**src/rtl/mlp_sigmoid_train_infer_assert.svh**
```systemverilog
// Assertion macros shared by the design. The enclosing module supplies clk and rst.
`ifndef MLP_SIGMOID_TRAIN_INFER_ASSERT_SVH
`define MLP_SIGMOID_TRAIN_INFER_ASSERT_SVH

// The consequent must hold in the same cycle as the antecedent.
`define MLPST_ASSERT_NOW(label, ante, cons, msg) \
  label: assert property (@(posedge clk) disable iff (rst) (ante) |-> (cons)) \
    else $error(msg);

// The consequent must hold in the cycle after the antecedent.
`define MLPST_ASSERT_NEXT(label, ante, cons, msg) \
  label: assert property (@(posedge clk) disable iff (rst) (ante) |=> (cons)) \
    else $error(msg);

`endif

```
**src/rtl/mlpst_pkg.sv**
```systemverilog
package mlpst_pkg;

  localparam int DEF_INPUT_FEATURES = 4;
  localparam int DEF_HIDDEN_UNITS   = 5;
  localparam int DEF_OUTPUT_CLASSES = 3;
  localparam int PORT_FEATURES      = 4;
  localparam int PORT_SCORES        = 3;

  localparam logic [15:0] LR_RESET = 16'd6554;
  localparam int WADDR_W = 7;

  localparam int SIG_ENTRIES = 33;
  localparam logic [15:0] SIG_TABLE [SIG_ENTRIES] = '{
    16'd22, 16'd36, 16'd60, 16'd98, 16'd162, 16'd267, 16'd439, 16'd720,
    16'd1179, 16'd1921, 16'd3108, 16'd4971, 16'd7812, 16'd11955, 16'd17625,
    16'd24743, 16'd32768, 16'd40793, 16'd47911, 16'd53581, 16'd57724,
    16'd60565, 16'd62428, 16'd63615, 16'd64357, 16'd64816, 16'd65097,
    16'd65269, 16'd65374, 16'd65438, 16'd65476, 16'd65500, 16'd65514
  };

  typedef enum logic [1:0] {
    CMD_INFER = 2'd0,
    CMD_TRAIN = 2'd1,
    CMD_WRITE = 2'd2,
    CMD_READ  = 2'd3
  } cmd_t;

  typedef struct packed {
    logic [1:0]         command;
    logic signed [15:0] feature_0;
    logic signed [15:0] feature_1;
    logic signed [15:0] feature_2;
    logic signed [15:0] feature_3;
    logic [1:0]         target_class;
    logic [6:0]         weight_index;
    logic signed [23:0] weight_value;
  } item_t;

  typedef struct packed {
    logic [15:0]        score_0;
    logic [15:0]        score_1;
    logic [15:0]        score_2;
    logic [1:0]         predicted_class;
    logic               prediction_correct;
    logic [16:0]        sample_cost;
    logic signed [23:0] weight_read_value;
  } result_t;

  typedef struct packed {
    logic               we;
    logic [WADDR_W-1:0] addr;
    logic signed [23:0] wdata;
  } mem_req_t;

  typedef enum logic [5:0] {
    ST_IDLE, ST_WRITE, ST_READ_A, ST_READ_B,
    ST_F1_RD, ST_F1_MUL, ST_F1_ACC, ST_F1_BRD, ST_F1_Z,
    ST_F2_RD, ST_F2_MUL, ST_F2_ACC, ST_F2_BRD, ST_F2_Z,
    ST_SIG1, ST_SIG2, ST_SIG3, ST_ARGMAX,
    ST_COST_MUL, ST_COST_ACC, ST_COST_FIN,
    ST_B_RD, ST_B_MUL, ST_B_ACC, ST_B_S, ST_B_D, ST_B_D1MUL, ST_B_D1,
    ST_U_RD, ST_U_MUL, ST_U_RND, ST_U_WR, ST_DONE
  } state_t;

  typedef enum logic [1:0] {
    RG_W2, RG_B2, RG_W1, RG_B1
  } region_t;

endpackage

```
**src/rtl/mlpst_wmem.sv**
```systemverilog
module mlpst_wmem import mlpst_pkg::*; #(
  parameter int DEPTH = 43
) (
  input  logic               clk,
  input  logic               rst,
  input  mem_req_t           req,
  output logic signed [23:0] rdata
);

  localparam int AW = $clog2(DEPTH);

  logic signed [23:0] mem [DEPTH];
  logic [DEPTH-1:0]   valid;
  logic [AW-1:0]      a;

  assign a = req.addr[AW-1:0];

  // Words never written since reset read as zero.
  always_ff @(posedge clk) begin
    if (rst) begin
      valid <= '0;
    end else if (req.we) begin
      valid[a] <= 1'b1;
    end
  end

  always_ff @(posedge clk) begin
    if (req.we) begin
      mem[a] <= req.wdata;
    end
    rdata <= valid[a] ? mem[a] : '0;
  end

endmodule

```
**config.mk**
```make
export PLATFORM = sky130hd
export DESIGN_NAME = mlpst_wmem
export DESIGN_NICKNAME = d
export VERILOG_FILES = /design/src/rtl/mlp_sigmoid_train_infer_assert.svh /design/src/rtl/mlpst_pkg.sv /design/src/rtl/mlpst_wmem.sv
export SDC_FILE = /design/constraint.sdc
export NUM_CORES = 1
export LEC_CHECK = 0
export ABC_CLOCK_PERIOD_IN_PS = 4800
export BUFFER_PORTS_ARGS = -buffer_cell sky130_fd_sc_hd__buf_2
export CORE_ASPECT_RATIO = 1.5
export CORE_MARGIN = 2
export CORE_UTILIZATION = 56
export CTS_BUF_LIST = sky130_fd_sc_hd__clkbuf_16
export DETAILED_ROUTE_END_ITERATION = 10
export MAX_ROUTING_LAYER = met4
export PLACE_DENSITY = 0.72
export SLEW_MARGIN = 30
export SYNTH_ARGS = -nofsm -noshare
export SYNTH_HDL_FRONTEND = slang
export SYNTH_SLANG_ARGS = --single-unit
```
**constraint.sdc**
```tcl
create_clock -name clk -period 4.8 [get_ports clk]
set_input_delay 0.96 -clock clk [delete_from_list [all_inputs] [get_ports clk]]
set_output_delay 0.96 -clock clk [all_outputs]
set_load 0.005 [all_outputs]
```
==> key figures <==
Setup path
  • Worst setup EP type: flip-flop
  • Setup CP Type: in -> reg
  • Reg-to-Reg End: rdata[4]$_SDFF_PN0_
  • CP arrival: 3.97 ns
  • R2r startpoint: mem[18][4]$_DFFE_PP_
  • Worst r2r path cells: 5
  • Crit path required time: 5.31 ns
  • Worst Path Max Fanout: 23
  • R2r setup slk: 2.53 ns
  • Crit start category: primary input

Clocking
  • Later-pin clock latency in the skew report: 0.67 ns
  • Clock buffer count from CTS: 93
  • Clock root buffer: clkbuf_16
  • Post-CTS Setup Bufs: 0
  • CTS max path bufs: 3
  • H-tree Lvls: 3
  • Post-CTS Resized: 0
  • TritonCTS clock tree: built
  • Hold_buf cts: 0
  • Clk slew on worst S/H paths: 0.06 ns
  • Clk sinks: 1099

GRT
  • Largest net degree at the start of global routing: 72
  • Initial antenna violation count: 11
  • GRT Util Overall: 0.292
  • First-pass GRT wire length: 157000 um
  • GR Overflow Total: 0
  • Vias in the first global route: 24343

Placed design
  • GP Congestion: 0.882
  • Port Buffers: 56
  • DP Cell Count: 3445
  • Post-DP HPWL: 61000 um

Timing
  • Tmin final: 3.46 ns
  • Worst Skew: 0.0232 ns
  • Final Cycle Share: 0.721
  • Final max-slew violation count: 0
  • Slew HR: 0.330
  • Unrepaired setup endpoints after global routing: no
  • Max Fclk: 289 MHz
  • Setup_tns: 0 ns
  • Hold Fails Final Rpt: 0
  • Slew @ Worst Pin: 1.00 ns
  • Setup Viol. Count Final: 0

Die
  • Die area: 77000 um2
  • I/O Pins: 58
  • Cell row count: 122
  • Die Y: 339 um
  • Total core area: 73900 um2
  • Initial core utilization: 0.567
  • Die X: 227 um

Yosys
  • Post-Synth Simple-Gate Area: 0.0370
  • Yosys warning count: 0
  • Compound-gate portion of the synthesized area: 0.105
  • Synth unique cells: 56
  • Mapped Cells: 2482
  • Share of the synthesized area in the top cell type: 0.740
  • Largest family of logic cells by synthesized area: compound AO/OA/AOI/OAI gates
  • Synth top cells by count: edfxtp_1 (1032), nor2_1 (235), mux2i_1 (176)
  • Mux cell area share after synthesis: 0.0633
  • Leading area contributor after synthesis: edfxtp_1
  • Post-synth EDFFs: 1032
  • Synthesized flop and latch total: 1099
  • Post-synthesis adder-cell area fraction: 0
  • Post-synthesis sequential area ratio: 0.772
  • Synthesized area per cell: 16.9 um2
  • Main flop type after synthesis: edfxtp_1
  • Syn_nets: 2516
  • Synth top area cells: edfxtp_1 (74%), mux2i_1 (4.2%), dfxtp_1 (3.2%), a221oi_1 (3.0%), nor2_1 (2.1%)
  • Count leader, synth: edfxtp_1
  • Mapped cell area: 41900 um2
  • FFs w/ async S/R, synth: 0
  • Xor and xnor area share after synthesis: 0

Worst hold path
  • Hold Path Origin: valid[25]$_SDFFE_PP0P_
  • Worst hold path class: reg -> reg
  • WHS Endpoint: valid[25]$_SDFFE_PP0P_
  • Hold path cells: 2

Drt
  • Avg WL per Cell: 29.8 um
  • Vias: 24181
  • Total iterations of the first detailed-routing run: 5
  • Final antenna-violating net count: 0
  • DRT iter0 DRCs: 3173
  • Vias/cell: 6.67
  • WL final: 108000 um
  • Residual DRC: 0

Pwr
  • P_leak: 15.0 nW
  • Peak supply drop: 0.000254 V
  • Sw Share: 0.215
  • Sequential Power Share: 0.559
  • Comb pwr share: 0.053
  • PwrDens: 407 nW/um2
  • Internal power: 14.9 mW
  • Sw Pwr: 4.06 mW
  • Clk pwr share: 0.389

Finish
  • Fill cells: 5121
  • Synth-to-Final Area Change: 11.0%
  • Final Core Density: 0.629
  • Finished Layout Cells: 3623
  • Fin nets: 2583
  • Share of cells above drive strength 1: 0.157

Flow run
  • Max-Cap Viols: 0

Outcome
  • Outcome: finished clean
## worst max path at each step
stage,startpoint,end,slack [ns],cells after the start
final,req[24],rdata[4]$_SDFF_PN0_,1.34,9
after global routing,req[24],rdata[4]$_SDFF_PN0_,1.30,9
after CTS,req[25],rdata[4]$_SDFF_PN0_,1.38,8
after detailed placement,req[24],rdata[4]$_SDFF_PN0_,0.76,9
after global placement,req[24],rdata[4]$_SDFF_PN0_,0.74,9
after floorplan,req[26],mem[38][0]$_DFFE_PP_,1.25,8
## registers in the layout, indices dropped and copies added (netlist names)
register and flops:
mem 1032, valid 43, rdata 24
## stage by stage
stage          area, um2  hold WS [ns]  setup slack (ns)  power [mW]
2_1_floorplan      41900         0.435              1.25        11.3
3_3_place_gp       43500         0.444             0.741        11.7
3_5_place_dp       43500         0.453             0.764        11.8
4_1_cts            46400         0.468              1.38        19.0
5_1_grt            46500         0.508              1.30        19.4
6_report           46500         0.473              1.34        18.9
## kinds of logic after synthesis
logic type	after synthesis
compound gates	608
buf+inv	182
flops	1099
mux	229
simple gates	364
## layout by cell type (no fill, tap or decap), drive strengths merged, types with 33 or more instances in the layout
master,netlist,final
nand2,51,51
o22ai,67,67
buf,111,151
a221oi,142,142
nor2,236,236
nand3,33,33
clkbuf,68,95
a21oi,50,50
dfxtp,67,67
o21ai,105,105
clkinv,0,43
mux2i,176,176
a22oi,108,108
edfxtp,1032,1032
## worst max-delay path: stages
cell,delay [ns]
buf_4,0.41
buf_4,0.46
nor2b_4,0.21
buf_4,0.25
a221oi_1,0.25
nor2_1,0.09
o21ai_0,0.63
and3_1,0.49
a31oi_1,0.18
## power groups by stage
stage	logic, mW	registers (mW)	clock network, mW
after CTS	0.982	10.6	7.42
final	0.996	10.6	7.36
after detailed placement	0.976	10.8	0
after floorplan	0.541	10.8	0
after global placement	0.950	10.8	0
after global routing	1.05	10.6	7.78
## area by class of cell
cell class,instances,area [um2],area share
Timing Repair Buffer,151,1120,0.0242
Antenna cell,8,20.0,0.000431
Clock buffer,95,2380,0.0512
Multi-Input combinational cell,1201,8790,0.189
Sequential cell,1099,32300,0.696
Clock inverter,74,581,0.0125
Inverter,3,12.5,0.000269
Tap cell,992,1240,0.0267
## per-layer routing
metal,global-route usage,part of all wire
met2,0.473,0.50
met5,-,0
met3,0.0440,0.085
met1,0.344,0.35
met4,0.179,0.067
Power figures use the tool's default switching activity.
