===== src/rtl/mlp_sigmoid_train_infer_assert.svh =====
// Assertion macros shared by the design. The enclosing module supplies clk and rst.
`ifndef MLP_SIGMOID_TRAIN_INFER_ASSERT_SVH
`define MLP_SIGMOID_TRAIN_INFER_ASSERT_SVH

// The consequent must hold in the same cycle as the antecedent.
`define MLPST_ASSERT_NOW(label, ante, cons, msg) \
  label: assert property (@(posedge clk) disable iff (rst) (ante) |-> (cons)) \
    else $error(msg);

// The consequent must hold in the cycle after the antecedent.
`define MLPST_ASSERT_NEXT(label, ante, cons, msg) \
  label: assert property (@(posedge clk) disable iff (rst) (ante) |=> (cons)) \
    else $error(msg);

`endif


===== src/rtl/mlpst_pkg.sv =====
package mlpst_pkg;

  localparam int DEF_INPUT_FEATURES = 4;
  localparam int DEF_HIDDEN_UNITS   = 5;
  localparam int DEF_OUTPUT_CLASSES = 3;
  localparam int PORT_FEATURES      = 4;
  localparam int PORT_SCORES        = 3;

  localparam logic [15:0] LR_RESET = 16'd6554;
  localparam int WADDR_W = 7;

  localparam int SIG_ENTRIES = 33;
  localparam logic [15:0] SIG_TABLE [SIG_ENTRIES] = '{
    16'd22, 16'd36, 16'd60, 16'd98, 16'd162, 16'd267, 16'd439, 16'd720,
    16'd1179, 16'd1921, 16'd3108, 16'd4971, 16'd7812, 16'd11955, 16'd17625,
    16'd24743, 16'd32768, 16'd40793, 16'd47911, 16'd53581, 16'd57724,
    16'd60565, 16'd62428, 16'd63615, 16'd64357, 16'd64816, 16'd65097,
    16'd65269, 16'd65374, 16'd65438, 16'd65476, 16'd65500, 16'd65514
  };

  typedef enum logic [1:0] {
    CMD_INFER = 2'd0,
    CMD_TRAIN = 2'd1,
    CMD_WRITE = 2'd2,
    CMD_READ  = 2'd3
  } cmd_t;

  typedef struct packed {
    logic [1:0]         command;
    logic signed [15:0] feature_0;
    logic signed [15:0] feature_1;
    logic signed [15:0] feature_2;
    logic signed [15:0] feature_3;
    logic [1:0]         target_class;
    logic [6:0]         weight_index;
    logic signed [23:0] weight_value;
  } item_t;

  typedef struct packed {
    logic [15:0]        score_0;
    logic [15:0]        score_1;
    logic [15:0]        score_2;
    logic [1:0]         predicted_class;
    logic               prediction_correct;
    logic [16:0]        sample_cost;
    logic signed [23:0] weight_read_value;
  } result_t;

  typedef struct packed {
    logic               we;
    logic [WADDR_W-1:0] addr;
    logic signed [23:0] wdata;
  } mem_req_t;

  typedef enum logic [5:0] {
    ST_IDLE, ST_WRITE, ST_READ_A, ST_READ_B,
    ST_F1_RD, ST_F1_MUL, ST_F1_ACC, ST_F1_BRD, ST_F1_Z,
    ST_F2_RD, ST_F2_MUL, ST_F2_ACC, ST_F2_BRD, ST_F2_Z,
    ST_SIG1, ST_SIG2, ST_SIG3, ST_ARGMAX,
    ST_COST_MUL, ST_COST_ACC, ST_COST_FIN,
    ST_B_RD, ST_B_MUL, ST_B_ACC, ST_B_S, ST_B_D, ST_B_D1MUL, ST_B_D1,
    ST_U_RD, ST_U_MUL, ST_U_RND, ST_U_WR, ST_DONE
  } state_t;

  typedef enum logic [1:0] {
    RG_W2, RG_B2, RG_W1, RG_B1
  } region_t;

endpackage


===== src/rtl/mlpst_core.sv =====
`include "mlp_sigmoid_train_infer_assert.svh"

module mlpst_core import mlpst_pkg::*; #(
  parameter int INPUT_FEATURES = DEF_INPUT_FEATURES,
  parameter int HIDDEN_UNITS   = DEF_HIDDEN_UNITS,
  parameter int OUTPUT_CLASSES = DEF_OUTPUT_CLASSES
) (
  input  logic               clk,
  input  logic               rst,
  input  logic               item_valid,
  input  item_t              item,
  output logic               idle,
  input  logic [15:0]        learn_rate,
  output mem_req_t           mem_req,
  input  logic signed [23:0] mem_rdata,
  output logic signed [31:0] sig_z,
  input  logic [15:0]        sig_y,
  output logic               res_valid,
  input  logic               res_take,
  output result_t            res
);

  localparam int IW = (INPUT_FEATURES > 1) ? $clog2(INPUT_FEATURES) : 1;
  localparam int HW = (HIDDEN_UNITS > 1) ? $clog2(HIDDEN_UNITS) : 1;
  localparam int OW = (OUTPUT_CLASSES > 1) ? $clog2(OUTPUT_CLASSES) : 1;

  localparam logic [WADDR_W-1:0] B1_A = WADDR_W'(INPUT_FEATURES * HIDDEN_UNITS);
  localparam logic [WADDR_W-1:0] W2_A = WADDR_W'(INPUT_FEATURES * HIDDEN_UNITS + HIDDEN_UNITS);
  localparam logic [WADDR_W-1:0] B2_A =
    WADDR_W'(INPUT_FEATURES * HIDDEN_UNITS + HIDDEN_UNITS + HIDDEN_UNITS * OUTPUT_CLASSES);
  localparam logic [WADDR_W-1:0] STORE_A = WADDR_W'(INPUT_FEATURES * HIDDEN_UNITS +
    HIDDEN_UNITS + HIDDEN_UNITS * OUTPUT_CLASSES + OUTPUT_CLASSES);

  localparam logic [IW-1:0] I_LAST = IW'(INPUT_FEATURES - 1);
  localparam logic [HW-1:0] H_LAST = HW'(HIDDEN_UNITS - 1);
  localparam logic [OW-1:0] O_LAST = OW'(OUTPUT_CLASSES - 1);

  function automatic logic signed [63:0] rnd(input logic signed [63:0] v,
                                             input int unsigned n);
    logic signed [63:0] half;
    half = 64'sd1 <<< (n - 1);
    return (v + half) >>> n;
  endfunction

  state_t state, state_next;
  region_t region;
  logic l2;

  logic [1:0]               cmd;
  logic [1:0]               tgt;
  logic [6:0]               widx;
  logic signed [23:0]       wval;
  logic signed [15:0]       x [INPUT_FEATURES];
  logic signed [15:0]       feat [PORT_FEATURES];

  logic [IW-1:0]            icnt;
  logic [HW-1:0]            hcnt;
  logic [OW-1:0]            ocnt;
  logic [WADDR_W-1:0]       addr;

  logic signed [63:0]       acc;
  logic signed [61:0]       prod;
  logic signed [63:0]       prod_ext;
  logic signed [33:0]       mul_a;
  logic signed [27:0]       mul_b;

  logic [15:0]              a1 [HIDDEN_UNITS];
  logic signed [27:0]       d1 [HIDDEN_UNITS];
  logic [15:0]              a2 [OUTPUT_CLASSES];
  logic signed [17:0]       d2 [OUTPUT_CLASSES];
  logic signed [27:0]       sreg;
  logic [14:0]              dreg;
  logic signed [23:0]       wold;
  logic signed [33:0]       delta;
  logic signed [34:0]       wdiff;
  logic signed [23:0]       wnew;
  logic signed [31:0]       zreg;

  logic [1:0]               pred;
  logic                     correct;
  logic [16:0]              cost;
  logic signed [23:0]       rdval;
  logic [1:0]               pred_c;
  logic [15:0]              best_c;
  logic [15:0]              score_pad [PORT_SCORES];
  logic                     in_beat;

  assign in_beat  = item_valid && (state == ST_IDLE);
  assign prod_ext = {{2{prod[61]}}, prod};
  assign sig_z    = zreg;

  assign feat[0] = item.feature_0;
  assign feat[1] = item.feature_1;
  assign feat[2] = item.feature_2;
  assign feat[3] = item.feature_3;

  always_comb begin
    pred_c = 2'd0;
    best_c = a2[0];
    for (int o = 1; o < OUTPUT_CLASSES; o++) begin
      if (a2[o] > best_c) begin
        best_c = a2[o];
        pred_c = 2'(o);
      end
    end
  end

  always_comb begin
    wdiff = 35'(wold) - 35'(delta);
    if (wdiff > 35'sd8388607) begin
      wnew = 24'sh7FFFFF;
    end else if (wdiff < -35'sd8388608) begin
      wnew = -24'sd8388608;
    end else begin
      wnew = wdiff[23:0];
    end
  end

  // Next state.
  always_comb begin
    state_next = state;
    case (state)
      ST_IDLE: begin
        if (item_valid) begin
          case (item.command)
            CMD_WRITE: state_next = ST_WRITE;
            CMD_READ:  state_next = ST_READ_A;
            default:   state_next = ST_F1_RD;
          endcase
        end
      end
      ST_WRITE:    state_next = ST_DONE;
      ST_READ_A:   state_next = ST_READ_B;
      ST_READ_B:   state_next = ST_DONE;
      ST_F1_RD:    state_next = ST_F1_MUL;
      ST_F1_MUL:   state_next = ST_F1_ACC;
      ST_F1_ACC:   state_next = (icnt == I_LAST) ? ST_F1_BRD : ST_F1_RD;
      ST_F1_BRD:   state_next = ST_F1_Z;
      ST_F1_Z:     state_next = ST_SIG1;
      ST_F2_RD:    state_next = ST_F2_MUL;
      ST_F2_MUL:   state_next = ST_F2_ACC;
      ST_F2_ACC:   state_next = (hcnt == H_LAST) ? ST_F2_BRD : ST_F2_RD;
      ST_F2_BRD:   state_next = ST_F2_Z;
      ST_F2_Z:     state_next = ST_SIG1;
      ST_SIG1:     state_next = ST_SIG2;
      ST_SIG2:     state_next = ST_SIG3;
      ST_SIG3: begin
        if (!l2) begin
          state_next = (hcnt == H_LAST) ? ST_F2_RD : ST_F1_RD;
        end else begin
          state_next = (ocnt == O_LAST) ? ST_ARGMAX : ST_F2_RD;
        end
      end
      ST_ARGMAX:   state_next = (cmd == CMD_TRAIN) ? ST_COST_MUL : ST_DONE;
      ST_COST_MUL: state_next = ST_COST_ACC;
      ST_COST_ACC: state_next = (ocnt == O_LAST) ? ST_COST_FIN : ST_COST_MUL;
      ST_COST_FIN: state_next = ST_B_RD;
      ST_B_RD:     state_next = ST_B_MUL;
      ST_B_MUL:    state_next = ST_B_ACC;
      ST_B_ACC:    state_next = (ocnt == O_LAST) ? ST_B_S : ST_B_RD;
      ST_B_S:      state_next = ST_B_D;
      ST_B_D:      state_next = ST_B_D1MUL;
      ST_B_D1MUL:  state_next = ST_B_D1;
      ST_B_D1:     state_next = (hcnt == H_LAST) ? ST_U_RD : ST_B_RD;
      ST_U_RD:     state_next = ST_U_MUL;
      ST_U_MUL:    state_next = ST_U_RND;
      ST_U_RND:    state_next = ST_U_WR;
      ST_U_WR: begin
        state_next = (region == RG_B1 && hcnt == H_LAST) ? ST_DONE : ST_U_RD;
      end
      ST_DONE:     state_next = res_take ? ST_IDLE : ST_DONE;
      default:     state_next = ST_IDLE;
    endcase
  end

  // Outputs of the sequencer: memory port, multiplier operands, result beat.
  always_comb begin
    mem_req.we    = 1'b0;
    mem_req.addr  = addr;
    mem_req.wdata = wnew;
    mul_a         = '0;
    mul_b         = '0;
    idle          = (state == ST_IDLE);
    res_valid     = (state == ST_DONE);
    case (state)
      ST_WRITE: begin
        mem_req.we    = (widx < STORE_A);
        mem_req.addr  = widx;
        mem_req.wdata = wval;
      end
      ST_READ_A: mem_req.addr = widx;
      ST_F1_MUL: begin
        mul_a = 34'(x[icnt]);
        mul_b = 28'(mem_rdata);
      end
      ST_F2_MUL: begin
        mul_a = {18'd0, a1[hcnt]};
        mul_b = 28'(mem_rdata);
      end
      ST_COST_MUL: begin
        mul_a = 34'(d2[ocnt]);
        mul_b = 28'(d2[ocnt]);
      end
      ST_B_MUL: begin
        mul_a = 34'(d2[ocnt]);
        mul_b = 28'(mem_rdata);
      end
      ST_B_S: begin
        mul_a = {18'd0, a1[hcnt]};
        mul_b = {11'd0, 17'h10000 - {1'b0, a1[hcnt]}};
      end
      ST_B_D1MUL: begin
        mul_a = 34'(sreg);
        mul_b = {13'd0, dreg};
      end
      ST_U_RD: begin
        mul_a = {18'd0, learn_rate};
        case (region)
          RG_W2:   mul_b = {12'd0, a1[hcnt]};
          RG_W1:   mul_b = 28'(x[icnt]);
          default: mul_b = 28'sd1;
        endcase
      end
      ST_U_MUL: begin
        mul_a = prod[33:0];
        case (region)
          RG_W2, RG_B2: mul_b = 28'(d2[ocnt]);
          default:      mul_b = d1[hcnt];
        endcase
      end
      ST_U_WR: mem_req.we = 1'b1;
      default: ;
    endcase

    for (int k = 0; k < PORT_SCORES; k++) begin
      score_pad[k] = '0;
    end
    for (int k = 0; k < OUTPUT_CLASSES; k++) begin
      score_pad[k] = a2[k];
    end

    res = '0;
    if (cmd == CMD_INFER || cmd == CMD_TRAIN) begin
      res.score_0            = score_pad[0];
      res.score_1            = score_pad[1];
      res.score_2            = score_pad[2];
      res.predicted_class    = pred;
      res.prediction_correct = correct;
    end
    res.sample_cost       = cost;
    res.weight_read_value = rdval;
  end

  always_ff @(posedge clk) begin
    if (rst) begin
      state  <= ST_IDLE;
      region <= RG_W2;
      l2     <= 1'b0;
      icnt   <= '0;
      hcnt   <= '0;
      ocnt   <= '0;
    end else begin
      state <= state_next;
      case (state)
        ST_IDLE: begin
          if (in_beat) begin
            l2   <= 1'b0;
            icnt <= '0;
            hcnt <= '0;
            ocnt <= '0;
          end
        end
        ST_F1_ACC: begin
          if (icnt != I_LAST) begin
            icnt <= icnt + 1'b1;
          end
        end
        ST_F2_ACC, ST_B_ACC: begin
          if (state == ST_F2_ACC && hcnt != H_LAST) begin
            hcnt <= hcnt + 1'b1;
          end
          if (state == ST_B_ACC && ocnt != O_LAST) begin
            ocnt <= ocnt + 1'b1;
          end
        end
        ST_SIG3: begin
          if (!l2) begin
            icnt <= '0;
            if (hcnt == H_LAST) begin
              hcnt <= '0;
              ocnt <= '0;
              l2   <= 1'b1;
            end else begin
              hcnt <= hcnt + 1'b1;
            end
          end else begin
            hcnt <= '0;
            if (ocnt != O_LAST) begin
              ocnt <= ocnt + 1'b1;
            end
          end
        end
        ST_ARGMAX: ocnt <= '0;
        ST_COST_ACC: begin
          if (ocnt != O_LAST) begin
            ocnt <= ocnt + 1'b1;
          end
        end
        ST_COST_FIN: begin
          hcnt <= '0;
          ocnt <= '0;
        end
        ST_B_D1: begin
          ocnt <= '0;
          if (hcnt == H_LAST) begin
            hcnt   <= '0;
            region <= RG_W2;
          end else begin
            hcnt <= hcnt + 1'b1;
          end
        end
        ST_U_WR: begin
          case (region)
            RG_W2: begin
              if (ocnt == O_LAST) begin
                ocnt <= '0;
                if (hcnt == H_LAST) begin
                  hcnt   <= '0;
                  region <= RG_B2;
                end else begin
                  hcnt <= hcnt + 1'b1;
                end
              end else begin
                ocnt <= ocnt + 1'b1;
              end
            end
            RG_B2: begin
              if (ocnt == O_LAST) begin
                ocnt   <= '0;
                icnt   <= '0;
                hcnt   <= '0;
                region <= RG_W1;
              end else begin
                ocnt <= ocnt + 1'b1;
              end
            end
            RG_W1: begin
              if (hcnt == H_LAST) begin
                hcnt <= '0;
                if (icnt == I_LAST) begin
                  region <= RG_B1;
                end else begin
                  icnt <= icnt + 1'b1;
                end
              end else begin
                hcnt <= hcnt + 1'b1;
              end
            end
            default: begin
              if (hcnt != H_LAST) begin
                hcnt <= hcnt + 1'b1;
              end
            end
          endcase
        end
        default: ;
      endcase
    end
  end

  // Datapath registers.
  always_ff @(posedge clk) begin
    prod <= mul_a * mul_b;
    case (state)
      ST_IDLE: begin
        if (in_beat) begin
          cmd   <= item.command;
          tgt   <= item.target_class;
          widx  <= item.weight_index;
          wval  <= item.weight_value;
          for (int i = 0; i < INPUT_FEATURES; i++) begin
            x[i] <= feat[i];
          end
          addr  <= '0;
          acc   <= '0;
          cost  <= '0;
          rdval <= '0;
        end
      end
      ST_READ_B: rdval <= (widx < STORE_A) ? mem_rdata : '0;
      ST_F1_ACC: begin
        acc <= acc + prod_ext;
        if (icnt == I_LAST) begin
          addr <= B1_A + WADDR_W'(hcnt);
        end else begin
          addr <= addr + WADDR_W'(HIDDEN_UNITS);
        end
      end
      ST_F1_Z: zreg <= 32'(rnd(acc, 12) + 64'(mem_rdata));
      ST_F2_ACC: begin
        acc <= acc + prod_ext;
        if (hcnt == H_LAST) begin
          addr <= B2_A + WADDR_W'(ocnt);
        end else begin
          addr <= addr + WADDR_W'(OUTPUT_CLASSES);
        end
      end
      ST_F2_Z: zreg <= 32'(rnd(acc, 16) + 64'(mem_rdata));
      ST_SIG3: begin
        acc <= '0;
        if (!l2) begin
          a1[hcnt] <= sig_y;
          if (hcnt == H_LAST) begin
            addr <= W2_A;
          end else begin
            addr <= WADDR_W'(hcnt) + WADDR_W'(1);
          end
        end else begin
          a2[ocnt] <= sig_y;
          addr     <= W2_A + WADDR_W'(ocnt) + WADDR_W'(1);
        end
      end
      ST_ARGMAX: begin
        pred    <= pred_c;
        correct <= (pred_c == tgt);
        acc     <= '0;
        for (int o = 0; o < OUTPUT_CLASSES; o++) begin
          d2[o] <= 18'({2'b00, a2[o]}) - ((2'(o) == tgt) ? 18'sd65536 : 18'sd0);
        end
      end
      ST_COST_ACC: acc <= acc + prod_ext;
      ST_COST_FIN: begin
        cost <= 17'(rnd(acc, 17));
        acc  <= '0;
        addr <= W2_A;
      end
      ST_B_ACC: begin
        acc  <= acc + prod_ext;
        addr <= addr + WADDR_W'(1);
      end
      ST_B_S: sreg <= 28'(rnd(acc, 16));
      ST_B_D: dreg <= 15'(rnd(prod_ext, 16));
      ST_B_D1: begin
        d1[hcnt] <= 28'(rnd(prod_ext, 16));
        acc      <= '0;
        if (hcnt == H_LAST) begin
          addr <= W2_A;
        end
      end
      ST_U_MUL: wold <= mem_rdata;
      ST_U_RND: begin
        case (region)
          RG_W2:   delta <= 34'(rnd(prod_ext, 32));
          RG_W1:   delta <= 34'(rnd(prod_ext, 28));
          default: delta <= 34'(rnd(prod_ext, 16));
        endcase
      end
      ST_U_WR: begin
        // Output biases are followed by W1 at the start of the store.
        if (region == RG_B2 && ocnt == O_LAST) begin
          addr <= '0;
        end else begin
          addr <= addr + WADDR_W'(1);
        end
      end
      default: ;
    endcase
  end

  `MLPST_ASSERT_NOW(a_we_states, mem_req.we, (state == ST_WRITE) || (state == ST_U_WR), "store written outside a write step")
  `MLPST_ASSERT_NOW(a_we_range, mem_req.we, mem_req.addr < STORE_A, "store write beyond last word")
  `MLPST_ASSERT_NEXT(a_done_hold, (state == ST_DONE) && !res_take, state == ST_DONE, "result dropped before it was taken")
  `MLPST_ASSERT_NOW(a_hcnt_range, state != ST_IDLE, hcnt <= H_LAST, "hidden unit counter out of range")

endmodule


===== config.mk =====
export PLATFORM = sky130hd
export DESIGN_NAME = mlpst_core
export DESIGN_NICKNAME = d
export VERILOG_FILES = /design/src/rtl/mlpst_pkg.sv /design/src/rtl/mlpst_core.sv
export VERILOG_INCLUDE_DIRS = /design/src /design/src/rtl
export SDC_FILE = /design/constraint.sdc
export NUM_CORES = 2
export LEC_CHECK = 0
export ABC_AREA = 1
export BUFFER_PORTS_ARGS = -buffer_cell sky130_fd_sc_hd__clkbuf_2
export CORE_ASPECT_RATIO = 0.8
export CORE_UTILIZATION = 50
export CTS_CLUSTER_DIAMETER = 120
export DETAILED_ROUTE_END_ITERATION = 8
export PLACE_DENSITY_LB_ADDON = 0.3
export SLEW_MARGIN = 25
export SYNTH_ARGS = -nofsm -noshare
export SYNTH_HDL_FRONTEND = slang
export SYNTH_SLANG_ARGS = --single-unit

===== constraint.sdc =====
create_clock -name clk -period 10.6 [get_ports clk]
set_input_delay 0.53 -clock clk [delete_from_list [all_inputs] [get_ports clk]]
set_output_delay 0.53 -clock clk [all_outputs]
set_load 0.01 [all_outputs]

==> results.md <==
STA:
- The final worst-path cycle share is 0.969.
- The actual transition at the worst max-transition pin is between 1000 and 1500 ps.
- The hold violation total from the final report is 0.
- On the final layout, the worst clock skew is around 43 ps.
- The clock period minus worst slack is 10280 ps.
- The number of max-slew violations in the final report was 0.
- The worst hold slack after final layout is ~29 ps.
- Setup repair after global routing left no endpoint under its margin.
- In the final timing run, aggregate negative setup slack is 0 ps.
- The relative max-transition margin is 0.227.
- The final setup violation count is 0.
- The maximum achievable frequency is a little under 0.1 GHz.

Worst setup path:
- The startpoint-to-endpoint class of the critical path is reg -> reg.
- STA puts the critical path data arrival time at 10840 ps.
- The maximum fanout encountered on the critical timing path is 16.
- For flop-to-flop paths, the worst setup slack is 320 ps.
- The slowest cell on the critical path is clkinvlp_4.
- The number of cells on the worst reg-to-reg path is 37.
- The endpoint of the lowest-slack register-to-register path is prod[48].
- STA classifies the critical path endpoint as a register.
- In this design, the stage delay of the slowest critical-path cell is 660 ps.
- The launch point of the worst reg-to-reg path is state[5].
- The required time of the critical path is 11170 ps.
- The most numerous cell on the critical path is fa_1.
- The kind of start point of the critical path is a register.

Route:
- The average vias per placed instance is a little under 6.
- The DRC violation count after routing is 0.
- The detail route stage leaves a number of antenna-violating nets equal to 0.
- Summed over all layers, the routed wires come to 304 mm.
- After the first detailed-routing iteration, the DRC count stood at 8342.
- The count of TritonRoute iterations in the first routing pass is 7.
- The per-cell routed wire length is 27.1 um.
- The routed layout has 65300 vias.

GRT:
- The number of antenna violations at the first check in global routing is 9.
- The total overflow left after global routing is 0.
- The number of global-route vias before repair is 63800.
- The wire length of the first global-routing pass is around 440 mm.
- Entering global routing, the biggest net connects 80 pins.
- In the global route stage, overall resource usage came out at 0.399.

Clock tree:
- The clock root buffer is clkbuf_16.
- Once the clock tree was built, the setup fixing pass inserted 0 buffers.
- The H-tree was split into 3 levels.
- The clock tree from TritonCTS is done.
- The clock sink total is 735.
- The number of buffers created by CTS is 75.
- For the worst-skew pair, the clock arrives at the later sink with an insertion delay of ~700 ps.
- After clock tree synthesis, the clock-pin slew on the worst setup and hold paths is about 60 ps.
- No sink is reached through more buffers than the 3 on the longest clock path.

Pwr:
- The share of total power consumed by net switching is 0.334.
- The portion of total power attributed to combinational logic is 0.217.
- For this design the total switching power over the nets is about 0.0027 W.
- The leakage power is about 39 nW.
- Of the total power, registers draw 0.441.
- The maximum vdd ir drop is 159 uV.
- The completed layout was analyzed and its total power is 0.00802 W.
- Power spread over the standard cell area amounts to 95.5 nW/um^2.
- The internal power summed over all cells is 0.00534 W.
- The clock network fraction of design power is 0.342.

Logic synthesis:
- The share of the Yosys chip area taken by registers is 0.283.
- In this run the mean area of a mapped cell was a little under 9 sq um.
- The most used flip-flop cell after synthesis is edfxtp_1.
- The netlist area before placement is about 75000 sq um.
- Of the post-synthesis cell area, the dominant cell type holds 0.262.
- The total of warnings raised by yosys is 0.
- After synthesis, the cell types taking the most area are fa_1 26%, edfxtp_1 26%, inv_1 8.9%, nand2_1 8.2%, ha_1 6.0%.
- The number of synthesized flops with an enable pin is between 600 and 700.
- The post-synthesis sequential element count is 735.
- After technology mapping, the gate count stands at 8629.
- Yosys mapped the design onto between 70 and 80 distinct sky130hd cell types.
- Summed over all instances, the cell type with the most area after synthesis is fa_1.
- The share of synthesized flip-flops with an asynchronous set or reset is 0.
- When the netlist entered floorplanning its net count stood at 10100.

Worst hold path:
- The hold-critical path depth is 1.
- The type of the tightest min-delay check is in -> reg.
- The worst-case hold path end point is x[2][1].
- The startpoint identified for the worst hold timing path is item[50].

Placed design:
- Once detailed placement completed, the half-perimeter wirelength came to 245 mm.
- The placer's final routability congestion estimate is 1.08.
- Once placement completed, the tool counted placed cells totaling ~11000.
- The number of input and output port buffers inserted is 316.

Floorplan:
- The floorplan has 126 rows.
- The die is 349 um tall.
- The die boundary width is 435 um.
- The core outline area is ~150000 sq um.
- The number of placed I/O pins is 317.
- For this configuration, the core starts out at a cell density of 0.506.
- The die covers 152000 sq um.

Final layout:
- The layout has 13500 filler cells.
- In the final layout, the share of cells above drive strength 1 is 0.104.
- At the end of the flow the core is filled with cells to 0.567.
- The area growth from synthesis to layout is 11.9%.
- In the final design database the tool counted 10700 nets.
- In the final layout, the multi-input gates occupy 45700 sq um.
- The finished layout holds about 11000 standard cells, fillers aside.
- The sequential cell area is roughly 21000 sq um.

Job:
- The number of violations of the max-capacitance limit is 0.

Outcome:
- The run finished with clean final reports.
==> cell usage in the layout, fill, tap and decap left out, types with 22 or more instances in the layout <==
master and instances:
a21oi_1 447, a31oi_1 25, buf_4 296, clkbuf_16 76, clkbuf_2 316, dfxtp_1 83
dlygate4sd3_1 93, edfxtp_1 650, fa_1 982, ha_1 360, inv_1 1771, inv_2 64
nand2_1 1647, nand3_1 183, nand4_1 39, nor2_1 868, nor2_2 22, nor2_4 33
nor3_1 83, nor4_1 30, o211ai_1 63, o21ai_0 411, o21ai_1 37, o21bai_1 23
o221ai_1 50, o22ai_1 33, xnor2_1 49, xor2_1 143
==> final cells by class <==
cell class / count / area share
Multi-Input combinational cell: 5775 / 0.544
Sequential cell: 735 / 0.253
Inverter: 1848 / 0.0827
Timing Repair Buffer: 726 / 0.0616
Tap cell: 1984 / 0.0296
Clock buffer: 89 / 0.0236
Clock inverter: 43 / 0.00585
Antenna cell: 4 / 0.000119
Timing Repair inverter: 1 / 0.0000596
==> cell usage after synthesis, types with 16 or more instances <==
cell type and count:
nor2_4 27, a221oi_1 17, xnor2_1 49, o21bai_1 23
nor3_1 85, a211oi_1 16, nor2_1 883, o221ai_1 50
o21ai_2 16, nand2_1 1647, ha_1 360, a21o_1 20
o21ai_0 418, nand4_1 39, inv_1 1774, o21ai_1 31
a31oi_1 25, nor4_1 31, inv_2 63, o21a_1 21
xor2_1 146, buf_4 28, clkbuf_1 85, a21oi_1 447
fa_1 982, edfxtp_1 650, dfxtp_1 85, nand3_1 184
o22ai_1 34, o211ai_1 63, buf_2 146
==> worst max path at each step <==
stage	start	endpoint	slack, ps	depth (start not counted)
global placement	register	prod[46]	470	42
CTS	register	prod[48]	430	39
finish	state[5]	prod[48]	320	37
global route	register	prod[46]	40	43
floorplan	state[0]	prod[60]	1640	30
detailed placement	register	prod[48]	510	39
==> state kept, by name, indices dropped and copies added, names as in the netlist, 34 cells and up, named ones only <==
signal	count
a1	80
a2	48
acc	48
d1	140
d2	51
delta	34
prod	62
x	64
==> worst max-delay path, delay by kind of cell, from the launching register on <==
family / cells / cell delay (ps)
adders and majority gates: 9 / 4340
buffers and inverters: 12 / 2280
and+or+nand+nor: 10 / 1840
AOI/OAI and AO/OA: 5 / 1090
DFF: 1 / 380
xor gates and xnor gates: 1 / 130
==> power groups by stage <==
stage	Clock, W	Sequential, W	Combinational [W]
2_1_floorplan	0	0.00355	0.000905
3_3_place_gp	0	0.00359	0.00163
3_5_place_dp	0	0.00359	0.00163
4_1_cts	0.00275	0.00353	0.00167
5_1_grt	0.00286	0.00355	0.00183
6_report	0.00274	0.00353	0.00174
==> what timing repair did <==
item                       in CTS  in global routing
hold buffers                   93                  0
setup endpoints to repair       0                  8
resized for setup               0                  4
hold endpoints to repair       93                  0
==> cells by family (layout without fill, tap and decap cells) <==
| logic type | count (synthesis) | after routing | share of synthesized area |
|---|---|---|---|
| DFF | 735 | 735 | 0.283 |
| AOI/OAI and AO/OA | 1264 | 1264 | 0.0986 |
| and+or+nand+nor | 2974 | 2974 | 0.163 |
| adders and majority gates | 1342 | 1342 | 0.322 |
| buffers and inverters | 2119 | 2707 | 0.111 |
| other | 0 | 4 | 0 |
| xor gates and xnor gates | 195 | 195 | 0.0228 |
==> layer usage <==
| layer | global-route usage | routed length (um) | vias up | share of wire |
|---|---|---|---|---|
| met1 | 0.594 | 131000 | 32400 | 0.43 |
| met4 | 0.115 | 10000 | 8 | 0.033 |
| met3 | 0.132 | 42400 | 518 | 0.14 |
| li1 | - | - | 28200 | - |
| met5 | 0 | 41 | - | 0.00013 |
| met2 | 0.548 | 121000 | 4200 | 0.40 |
==> stage by stage <==
stage	instance area, sq um	worst slack, ps
2_1_floorplan	75100	1640
3_3_place_gp	80400	473
3_5_place_dp	80500	508
4_1_cts	83900	433
5_1_grt	84000	42.2
6_report	84000	325
Power figures use the tool's default switching activity.
